### config.mk
export PLATFORM = sky130hd
export DESIGN_NAME = joystick_bucket_pose_integrator_core
export DESIGN_NICKNAME = d
export VERILOG_FILES = /design/src/rtl/jbpi_pkg.sv /design/src/rtl/jbpi_isqrt.sv /design/src/rtl/joystick_bucket_pose_integrator_core.sv
export SDC_FILE = /design/constraint.sdc
export NUM_CORES = 2
export LEC_CHECK = 0
export BUFFER_PORTS_ARGS = -buffer_cell sky130_fd_sc_hd__clkbuf_2
export CORE_MARGIN = 5
export CORE_UTILIZATION = 40
export CTS_CLUSTER_SIZE = 28
export DETAILED_ROUTE_END_ITERATION = 10
export PLACE_DENSITY = 0.56
export SLEW_MARGIN = 20
export SYNTH_ARGS = -nofsm -noshare
export SYNTH_HDL_FRONTEND = slang
export SYNTH_SLANG_ARGS = --single-unit
### constraint.sdc
create_clock -name clk -period 10.5 [get_ports clk]
set_input_delay 1.575 -clock clk [delete_from_list [all_inputs] [get_ports clk]]
set_output_delay 1.575 -clock clk [all_outputs]
set_load 0.005 [all_outputs]
### src/rtl/jbpi_pkg.sv
// constants, state codes and register indexes shared by the bucket pose integrator
// no dependencies
package jbpi_pkg;

  localparam int FRAC_BITS = 12;

  localparam logic signed [31:0] ONE       = 32'sd1 <<< FRAC_BITS;
  localparam logic signed [31:0] FWD_MIN   = -ONE;
  localparam logic signed [31:0] FWD_MAX   = 4 * ONE;
  localparam logic signed [31:0] HGT_MIN   = 32'sd0;
  localparam logic signed [31:0] HGT_MAX   = (7 * ONE) / 2;
  localparam logic signed [31:0] BOOM_BASE = (3 * ONE) / 2;
  localparam logic signed [31:0] TILT_LIM  = (157 * ONE + 50) / 100;
  localparam logic signed [31:0] PI_Q      = 32'((64'sd314159265 * 64'(ONE) + 64'sd50000000)
                                                 / 64'sd100000000);
  localparam logic signed [31:0] YAW_LIM   = ONE / 2;

  localparam int DIV_W  = 26;  // quotient bits of the deadband rescale
  localparam int ACC_W  = 53;  // stick * rate * time step
  localparam int SQ_W   = 30;  // sum of squares

  typedef enum logic [3:0] {
    ST_IDLE,
    ST_AX_INIT,
    ST_AX_DIV,
    ST_AX_MUL1,
    ST_AX_MUL2,
    ST_AX_UPD,
    ST_SQ1,
    ST_SQ2,
    ST_SQRT,
    ST_YAW,
    ST_FIN
  } state_t;

  typedef enum logic [2:0] {
    REG_DEADBAND,
    REG_SPEED_X,
    REG_SPEED_Z,
    REG_RATE_HEADING,
    REG_RATE_TILT,
    REG_HEADING_GAIN,
    REG_REACH_MIN,
    REG_REACH_MAX
  } reg_idx_t;

endpackage

### src/rtl/jbpi_isqrt.sv
// bit-pair serial integer square root, one result bit per cycle
// depends on jbpi_pkg
module jbpi_isqrt (
  input  logic                     clk,
  input  logic                     rst,
  input  logic                     start,
  input  logic [jbpi_pkg::SQ_W-1:0] value,
  output logic                     done,
  output logic [14:0]              root
);
  import jbpi_pkg::*;

  logic [SQ_W-1:0] rem, res, bitv;
  logic            busy;
  logic [SQ_W-1:0] trial;

  assign trial = res + bitv;
  assign root  = res[14:0];

  always_ff @(posedge clk) begin
    if (rst) begin
      busy <= 1'b0;
      done <= 1'b0;
    end else begin
      done <= 1'b0;
      if (start) begin
        busy <= 1'b1;
        rem  <= value;
        res  <= '0;
        bitv <= SQ_W'(1) << (SQ_W - 2);
      end else if (busy) begin
        if (rem >= trial) begin
          rem <= rem - trial;
          res <= (res >> 1) + bitv;
        end else begin
          res <= res >> 1;
        end
        bitv <= bitv >> 2;
        if (bitv == SQ_W'(1)) begin
          busy <= 1'b0;
          done <= 1'b1;
        end
      end
    end
  end

endmodule

### src/rtl/joystick_bucket_pose_integrator_core.sv
// top level of the bucket pose integrator: control sequencer, serial divider and multiplier
// depends on jbpi_pkg and jbpi_isqrt
//
// One input word per control tick. The four stick axes are handled one after another:
// each passes a set-up state, is rescaled through its deadband by a one-bit-per-cycle
// restoring divider, then multiplied by its rate and by the time step on a shift-add
// multiplier one bit per cycle, and added into the stored pose with clamp (the heading
// wraps, then clamps). The boom extension then takes two serial squarings and a square
// root with its done flag, and the yaw command one more serial multiply and a final state
// that loads the output register once it is free. A new word is taken only with the
// sequencer in idle. The result sits in an output register, so the next word is taken as
// soon as the sequencer is back in idle even if the previous result has not been collected.
module joystick_bucket_pose_integrator_core (
  input  logic        clk,
  input  logic        rst,
  // stick_fwd[13:0], stick_height[27:14], stick_heading[41:28], stick_tilt[55:42],
  // time_step[68:56], base_heading[83:69], zero fill above
  input  logic [87:0] s_tdata,
  input  logic        s_tvalid,
  output logic        s_tready,
  // boom_target[14:0], tilt_target[28:15], heading_target[44:29], yaw_rate_cmd[57:45],
  // zero fill above
  output logic [63:0] m_tdata,
  output logic        m_tuser,   // reach_limited
  output logic        m_tvalid,
  input  logic        m_tready,
  input  logic        cfg_valid,
  output logic        cfg_ready,
  input  logic [2:0]  cfg_index,
  input  logic [14:0] cfg_data
);
  import jbpi_pkg::*;

  // configuration registers
  logic [11:0] deadband;
  logic [13:0] max_speed_x, max_speed_z, max_rate_heading, max_rate_tilt, heading_gain;
  logic [14:0] reach_min, reach_max;

  assign cfg_ready = 1'b1;

  always_ff @(posedge clk) begin
    if (rst) begin
      deadband         <= 12'd205;
      max_speed_x      <= 14'd2048;
      max_speed_z      <= 14'd1229;
      max_rate_heading <= 14'd1229;
      max_rate_tilt    <= 14'd2048;
      heading_gain     <= 14'd2048;
      reach_min        <= 15'd2048;
      reach_max        <= 15'd12288;
    end else if (cfg_valid && cfg_ready) begin
      unique case (reg_idx_t'(cfg_index))
        REG_DEADBAND:     deadband         <= cfg_data[11:0];
        REG_SPEED_X:      max_speed_x      <= cfg_data[13:0];
        REG_SPEED_Z:      max_speed_z      <= cfg_data[13:0];
        REG_RATE_HEADING: max_rate_heading <= cfg_data[13:0];
        REG_RATE_TILT:    max_rate_tilt    <= cfg_data[13:0];
        REG_HEADING_GAIN: heading_gain     <= cfg_data[13:0];
        REG_REACH_MIN:    reach_min        <= cfg_data;
        REG_REACH_MAX:    reach_max        <= cfg_data;
        default: ;
      endcase
    end
  end

  // sequencer and datapath registers
  state_t state, state_next;
  logic [1:0]  axis, axis_next;
  logic [4:0]  cnt, cnt_next;
  logic [DIV_W-1:0] dvd, dvd_next;      // dividend in, quotient out
  logic [12:0] dsr, dsr_next;           // one minus deadband
  logic [12:0] rem, rem_next;
  logic        neg, neg_next;
  logic [ACC_W-1:0] mcand, mcand_next, acc, acc_next, acc_sum;
  logic [13:0] mplier, mplier_next;

  logic signed [13:0] stick [4];
  logic [12:0]        dt_r;
  logic signed [14:0] chassis_r;

  logic signed [15:0] pose_fwd, pose_height, pose_heading, pose_tilt;
  logic signed [15:0] pose_fwd_next, pose_height_next, pose_heading_next, pose_tilt_next;

  logic [63:0] m_tdata_next;
  logic        m_tuser_next, m_tvalid_next;

  // square root unit
  logic        sq_start, sq_done;
  logic [14:0] sq_root;

  jbpi_isqrt u_isqrt (
    .clk   (clk),
    .rst   (rst),
    .start (sq_start),
    .value (acc_sum[SQ_W-1:0]),
    .done  (sq_done),
    .root  (sq_root)
  );

  assign s_tready = (state == ST_IDLE);

  // shared combinational pieces
  logic signed [13:0] s_sel;
  logic [13:0]        a_mag;
  logic               db_zero;
  logic [13:0]        trial;
  logic               ge;
  logic [13:0]        rate_sel;
  logic signed [31:0] delta, vsum, vwrap, vclamp;
  logic signed [31:0] dx, dz;
  logic [13:0]        dx_mag, dz_mag;
  logic signed [15:0] yaw_e;
  logic [13:0]        e_mag;
  logic [15:0]        ymag;
  logic [12:0]        yaw_v;
  logic [14:0]        ext_lim, ext_fin;
  logic               limited;
  logic [15:0]        hdg_tgt;

  always_comb begin
    s_sel   = stick[axis];
    a_mag   = s_sel[13] ? 14'(-s_sel) : 14'(s_sel);
    db_zero = (deadband >= 12'(ONE >>> 1) * 2) || (a_mag < {2'b0, deadband});

    trial   = {rem, dvd[DIV_W-1]};
    ge      = trial >= {1'b0, dsr};

    acc_sum = acc + (mplier[0] ? mcand : '0);

    case (axis)
      2'd0:    rate_sel = max_speed_x;
      2'd1:    rate_sel = max_speed_z;
      2'd2:    rate_sel = max_rate_heading;
      default: rate_sel = max_rate_tilt;
    endcase

    // delta from the product, truncated toward zero
    delta = neg ? -32'(acc[ACC_W-1:2*FRAC_BITS]) : 32'(acc[ACC_W-1:2*FRAC_BITS]);
    case (axis)
      2'd0:    vsum = 32'(pose_fwd) + delta;
      2'd1:    vsum = 32'(pose_height) + delta;
      2'd2:    vsum = 32'(pose_heading) + delta;
      default: vsum = 32'(pose_tilt) + delta;
    endcase
    // heading wraps once, then clamps
    if (vsum >= PI_Q)       vwrap = vsum - 2 * PI_Q;
    else if (vsum < -PI_Q)  vwrap = vsum + 2 * PI_Q;
    else                    vwrap = vsum;
    if (vwrap > PI_Q)       vclamp = PI_Q;
    else if (vwrap < -PI_Q) vclamp = -PI_Q;
    else                    vclamp = vwrap;

    dx     = 32'(pose_fwd) - BOOM_BASE;
    dz     = 32'(pose_height);
    dx_mag = dx[31] ? 14'(-dx) : 14'(dx);
    dz_mag = 14'(dz);

    // yaw error: heading wrapped once more, so pi reads as minus pi
    yaw_e  = (32'(pose_heading) == PI_Q) ? 16'(-PI_Q) : pose_heading;
    e_mag  = yaw_e[15] ? 14'(-yaw_e) : 14'(yaw_e);
    ymag   = acc[FRAC_BITS +: 16];
    if (32'(ymag) > YAW_LIM) ymag = 16'(YAW_LIM);
    yaw_v  = yaw_e[15] ? 13'(-ymag) : 13'(ymag);

    limited = sq_root > reach_max;
    ext_lim = limited ? reach_max : sq_root;
    ext_fin = (ext_lim < reach_min) ? reach_min : ext_lim;

    hdg_tgt = 16'(chassis_r) + 16'(pose_heading);
  end

  // sequencer
  always_comb begin
    state_next        = state;
    axis_next         = axis;
    cnt_next          = cnt;
    dvd_next          = dvd;
    dsr_next          = dsr;
    rem_next          = rem;
    neg_next          = neg;
    mcand_next        = mcand;
    mplier_next       = mplier;
    acc_next          = acc;
    pose_fwd_next     = pose_fwd;
    pose_height_next  = pose_height;
    pose_heading_next = pose_heading;
    pose_tilt_next    = pose_tilt;
    m_tdata_next      = m_tdata;
    m_tuser_next      = m_tuser;
    m_tvalid_next     = m_tvalid && !m_tready;
    sq_start          = 1'b0;

    unique case (state)
      ST_IDLE: begin
        if (s_tvalid) begin
          axis_next  = 2'd0;
          state_next = ST_AX_INIT;
        end
      end
      ST_AX_INIT: begin
        neg_next   = s_sel[13];
        dvd_next   = db_zero ? '0 : {a_mag - {2'b0, deadband}, 12'b0};
        dsr_next   = db_zero ? 13'd1 : 13'(ONE) - {1'b0, deadband};
        rem_next   = '0;
        cnt_next   = 5'(DIV_W - 1);
        state_next = ST_AX_DIV;
      end
      ST_AX_DIV: begin
        rem_next = ge ? 13'(trial - {1'b0, dsr}) : trial[12:0];
        dvd_next = {dvd[DIV_W-2:0], ge};
        cnt_next = cnt - 5'd1;
        if (cnt == 5'd0) begin
          mcand_next  = ACC_W'({dvd[DIV_W-2:0], ge});
          mplier_next = rate_sel;
          acc_next    = '0;
          cnt_next    = 5'd13;
          state_next  = ST_AX_MUL1;
        end
      end
      ST_AX_MUL1, ST_AX_MUL2, ST_SQ1, ST_SQ2, ST_YAW: begin
        acc_next    = acc_sum;
        mcand_next  = mcand << 1;
        mplier_next = mplier >> 1;
        cnt_next    = cnt - 5'd1;
        if (cnt == 5'd0) begin
          unique case (state)
            ST_AX_MUL1: begin
              mcand_next  = acc_sum;
              mplier_next = {1'b0, dt_r};
              acc_next    = '0;
              cnt_next    = 5'd12;
              state_next  = ST_AX_MUL2;
            end
            ST_AX_MUL2: state_next = ST_AX_UPD;
            ST_SQ1: begin
              mcand_next  = ACC_W'(dz_mag);
              mplier_next = dz_mag;
              cnt_next    = 5'd13;
              state_next  = ST_SQ2;
            end
            ST_SQ2: begin
              sq_start   = 1'b1;
              state_next = ST_SQRT;
            end
            default: state_next = ST_FIN;
          endcase
        end
      end
      ST_AX_UPD: begin
        unique case (axis)
          2'd0: pose_fwd_next = (vsum < FWD_MIN) ? 16'(FWD_MIN) :
                                (vsum > FWD_MAX) ? 16'(FWD_MAX) : 16'(vsum);
          2'd1: pose_height_next = (vsum < HGT_MIN) ? 16'(HGT_MIN) :
                                   (vsum > HGT_MAX) ? 16'(HGT_MAX) : 16'(vsum);
          2'd2: pose_heading_next = 16'(vclamp);
          default: pose_tilt_next = (vsum < -TILT_LIM) ? 16'(-TILT_LIM) :
                                    (vsum > TILT_LIM) ? 16'(TILT_LIM) : 16'(vsum);
        endcase
        axis_next = axis + 2'd1;
        if (axis == 2'd3) begin
          // pose_fwd and pose_height are already final here
          mcand_next  = ACC_W'(dx_mag);
          mplier_next = dx_mag;
          acc_next    = '0;
          cnt_next    = 5'd13;
          state_next  = ST_SQ1;
        end else begin
          state_next = ST_AX_INIT;
        end
      end
      ST_SQRT: begin
        if (sq_done) begin
          mcand_next  = ACC_W'(e_mag);
          mplier_next = heading_gain;
          acc_next    = '0;
          cnt_next    = 5'd13;
          state_next  = ST_YAW;
        end
      end
      ST_FIN: begin
        // output register free or being emptied this cycle
        if (!m_tvalid || m_tready) begin
          m_tdata_next  = {6'b0, yaw_v, hdg_tgt, pose_tilt[13:0], ext_fin};
          m_tuser_next  = limited;
          m_tvalid_next = 1'b1;
          state_next    = ST_IDLE;
        end
      end
      default: state_next = ST_IDLE;
    endcase
  end

  always_ff @(posedge clk) begin
    if (rst) begin
      state        <= ST_IDLE;
      m_tvalid     <= 1'b0;
      pose_fwd     <= 16'(2 * ONE);
      pose_height  <= 16'(ONE);
      pose_heading <= '0;
      pose_tilt    <= '0;
    end else begin
      state        <= state_next;
      m_tvalid     <= m_tvalid_next;
      pose_fwd     <= pose_fwd_next;
      pose_height  <= pose_height_next;
      pose_heading <= pose_heading_next;
      pose_tilt    <= pose_tilt_next;
    end
  end

  always_ff @(posedge clk) begin
    axis    <= axis_next;
    cnt     <= cnt_next;
    dvd     <= dvd_next;
    dsr     <= dsr_next;
    rem     <= rem_next;
    neg     <= neg_next;
    mcand   <= mcand_next;
    mplier  <= mplier_next;
    acc     <= acc_next;
    m_tdata <= m_tdata_next;
    m_tuser <= m_tuser_next;
    if (s_tvalid && s_tready) begin
      stick[0]  <= s_tdata[13:0];
      stick[1]  <= s_tdata[27:14];
      stick[2]  <= s_tdata[41:28];
      stick[3]  <= s_tdata[55:42];
      dt_r      <= s_tdata[68:56];
      chassis_r <= s_tdata[83:69];
    end
  end

  // a word taken leaves the sequencer busy for the next cycle
  a_busy: assert property (@(posedge clk) disable iff (rst)
    s_tvalid && s_tready |=> !s_tready)
    else $error("input taken twice in a row");

  // tilt stays inside its mechanical limit
  a_tilt: assert property (@(posedge clk) disable iff (rst)
    m_tvalid |-> ($signed(m_tdata[28:15]) <= 14'sd6431) &&
                 ($signed(m_tdata[28:15]) >= -14'sd6431))
    else $error("tilt out of range");

  // yaw command saturated at half a radian per second
  a_yaw: assert property (@(posedge clk) disable iff (rst)
    m_tvalid |-> ($signed(m_tdata[57:45]) <= 13'sd2048) &&
                 ($signed(m_tdata[57:45]) >= -13'sd2048))
    else $error("yaw command not saturated");

  // boom never below the minimum reach
  a_boom: assert property (@(posedge clk) disable iff (rst)
    m_tvalid |-> m_tdata[14:0] >= reach_min)
    else $error("boom below minimum reach");

endmodule

==> impl_summary.log <==
[metrics] result of the run: complete, no violations
[metrics] deepest level of the CTS H-tree: 3
[metrics] placed cells: 5312
[metrics] gate count of the mapped netlist: 4036
[metrics] Power Total: 13.1 mW
[metrics] DPL Wire Length: 83.3 mm
[metrics] effective utilization at floorplan: 0.403
[metrics] switching portion of total power: 0.451
[metrics] ratio of total power to cell area: 310 nW/um^2
[metrics] placement-stage worst setup slack: 2.41 ns
[metrics] standard cell with the maximum stage delay on the critical path: sky130_fd_sc_hd__nor3_1
[metrics] final worst slack: 2.09 ns
[metrics] share of the core filled with cells in the final layout: 0.453
[metrics] Antenna Nets Post-Route: 0
[metrics] clock transition at the register clock pins on the worst setup and hold paths after CTS: 0.06 ns
[metrics] share of the yosys chip area belonging to registers: 0.416
[metrics] summed instance area of the synthesized netlist: 37600 sq um
[metrics] via count of the first global-routing pass: 29900
[metrics] worst voltage drop across the vdd grid: 0.168 mV
[metrics] post-route standard cell area excluding fillers: 42300 sq um
[metrics] Total GRT Usage: 0.222
[metrics] antenna violations before repair: 1
[metrics] final wirelength: 114 mm
[metrics] Switch Pwr: 5.91 mW
[metrics] Slew Limit Fails: 0
[metrics] share of post-route cells with drive strength above 1: 0.115
[metrics] Yosys warning count: 0
[metrics] most frequent cells in the layout: 488 x sky130_fd_sc_hd__nand2_1, 398 x sky130_fd_sc_hd__edfxtp_1, 343 x sky130_fd_sc_hd__nor2_1
[metrics] Hold/Removal Path Class: flop to flop
[metrics] fraction of synthesized cell area taken by the top area cell type: 0.318
[metrics] power share of the clock group: 0.204
[metrics] drt first-iter violations: 2986
[metrics] worst-case clock buffer depth: 3
[metrics] full die area: 100000 sq um
[metrics] cells taking the most area after synthesis: sky130_fd_sc_hd__edfxtp_1 32%, sky130_fd_sc_hd__dfxtp_1 9.8%, sky130_fd_sc_hd__ha_1 7.7%
[metrics] average size of a mapped cell: 9.32 sq um
[metrics] final worst clock skew: 0.0274 ns
[metrics] EDFF count, synth: 398
[metrics] die height: 317 microns
[metrics] Routed WL per cell: 20.9 microns
[metrics] worst skew pair latency: 0.64 ns
[metrics] Worst setup SP type: flop
[metrics] Post-Route Hold Slack: 0.450 ns
[metrics] path type of the worst setup path: flop to flop
[metrics] transition time at the pin with the least slew margin: 1.11 ns
[metrics] Post-DP Area: 39700 sq um
[metrics] global-route wire length before repair: 176 mm
[metrics] vias: 31200
[metrics] number of remaining DRC errors: 0
[metrics] CP max stage delay: 0.87 ns
[metrics] most common library cell in the layout ignoring fill and taps: sky130_fd_sc_hd__nand2_1
[metrics] Fin Setup TNS: 0 ns
[metrics] commonest register cell after synthesis: sky130_fd_sc_hd__edfxtp_1
[metrics] post-CTS resize count: 0
[metrics] CP endpoint kind: flop
[metrics] CTS root buf: sky130_fd_sc_hd__clkbuf_16
[metrics] number of CTS-inserted buffers: 73
[metrics] number of hold violations in the final report: 0
[metrics] input/output buffers: 167
[metrics] area grow syn2layout: 12.4%
[metrics] maximum number of pins on one net before global-route repair: 83
[metrics] largest fanout on the critical path: 19
[metrics] placeable core region: 93300 sq um
[metrics] share of power burned in registers: 0.271
[metrics] Sinks on Clock Net: 583
[metrics] ordered list of cells on the worst path: inv_1, ha_1, a222oi_1, mux2i_2, ha_1, and4_1, nand2_1, nand4b_1, and3_1, nor3_1, inv_1, nor3_1, nand4_2, nor2_1, o32ai_1, xnor2_1, a21oi_1, o31ai_2, a31oi_4, nand2b_1, a211oi_1
[metrics] via count normalized by instance count: 5.73
[metrics] Tcrit/Tclk final: 0.801
[metrics] Setup-failing EPs final: 0
[metrics] reported max-cap violation count: 0
[metrics] internal power consumption: 7.19 mW
[metrics] number of buffers inserted for hold repair after clock tree synthesis: 0
[metrics] row count: 112
[metrics] minimum setup slack among reg-to-reg paths: 2.09 ns
[metrics] number of detailed-route iterations in the first pass: 9
[metrics] Final Critical Period: 8.41 ns
[metrics] Die Span X: 317 microns
[metrics] total gr overflow: 0
[metrics] number of buffers inserted to repair setup after CTS: 0
[metrics] Arrival @ worst endpoint: 8.96 ns
[metrics] fraction of registers with async set or reset after synthesis: 0
[metrics] Comb power frac: 0.525
[metrics] maximum clock rate: 119 MHz
[metrics] leakage power: 16.0 nW
[metrics] post-synthesis sequential element count: 583
[metrics] TritonCTS clock tree: yes
[metrics] routability cong.: 0.907
[metrics] number of unique standard cell types used by synthesis: 111
[metrics] worst endpoint required time: 11.05 ns
[metrics] final cell count without fillers: 5447
[metrics] setup repair after global routing missed its margin: no
[metrics] Rel. slew slack: 0.256
[metrics] Net count, final: 4482
[metrics] top cell type by total area after synthesis: sky130_fd_sc_hd__edfxtp_1
[metrics] Ports: 179
Yosys cell counts (all sizes together) (10+ instances only):
cell      n
buf      39
or2      19
edfxtp  398
mux4     14
a21o     78
a31o     26
ha      232
nor4     32
a21oi   342
nand3    45
o31ai    36
or3      39
a211o    15
xnor2   167
a22o     10
o21bai   35
inv     151
nand4    42
o21ai   195
and3     27
o21a     35
nand3b   26
o22ai    18
a31oi    35
nor2b    46
o211ai   15
clkbuf  159
and2    134
a22oi    76
nand2   489
nor2    349
mux2i    22
a221oi   13
nor3     73
and4     10
xor2     99
nand2b   46
a222oi   44
mux2     28
a211oi   54
dfxtp   185
per-layer routing:
layer / wire length, microns / global-route usage / vias to the layer above
li1: - / - / 15000
met1: 54200 / 0.329 / 14900
met2: 48800 / 0.335 / 1063
met3: 8310 / 0.0392 / 159
met4: 2620 / 0.0594 / 2
met5: 7 / 0 / -
state kept, by name, summed over array words and instances, names as in the netlist, 16 cells and up, named ones only:
| register | cells |
|---|---|
| mcand | 53 |
| pose_fwd | 16 |
| pose_height | 16 |
| stick | 56 |
| u_isqrt.res | 30 |
| acc | 53 |
| pose_heading | 16 |
| m_tdata | 58 |
| dvd | 26 |
| u_isqrt.rem | 30 |
| pose_tilt | 16 |
critical path: cells and delay by family, from the launching register on:
kind                       cells  cell delay, ns
and+or+nand+nor                9            3.71
AOI/OAI and AO/OA              6            1.40
adders and majority gates      2            1.27
muxes                          1            0.74
DFF                            1            0.46
xor gates and xnor gates       1            0.37
buffers and inverters          2            0.34
path summary, 6_finish.rpt:
path | start | endpoint | cells after the start
worst min-delay path | max_rate_tilt[6] | max_rate_tilt[6] | 2
worst min register to register | max_rate_tilt[6] | max_rate_tilt[6] | 2
worst max register to register | axis[0] | pose_heading[13] | 21
worst max-delay path | axis[0] | pose_heading[13] | 21
cell type report:
class,instances,area [sq um]
diodes,1,2.50
clock buffers,96,2090
clock inverters,38,453
fillers,9111,51100
inverters,152,571
multi-input cells,3108,20700
flip-flops and latches,583,15700
well taps,1254,1570
repair buffers,215,1200
power groups by stage:
stage / Combinational, mW / Sequential, mW / Clock, mW
floorplan: 4.95 / 3.40 / 0
global placement: 6.72 / 3.57 / 0
detailed placement: 6.74 / 3.58 / 0
CTS: 6.79 / 3.54 / 2.74
global route: 7.52 / 3.59 / 2.83
finish: 6.88 / 3.54 / 2.67
logic make-up (layout without fill, tap and decap cells):
| family | count (synthesis) | count (layout) | share of synthesized area |
|---|---|---|---|
| simple gates | 1412 | 1412 | 0.181 |
| compound gates | 1121 | 1121 | 0.200 |
| flops | 583 | 583 | 0.416 |
| other cells | 2 | 8 | 0.000200 |
| xor+xnor | 266 | 266 | 0.0624 |
| buf+inv | 350 | 501 | 0.0373 |
| fa+ha+maj | 238 | 238 | 0.0804 |
| mux | 64 | 64 | 0.0226 |
(Power assumes the default switching activity.)
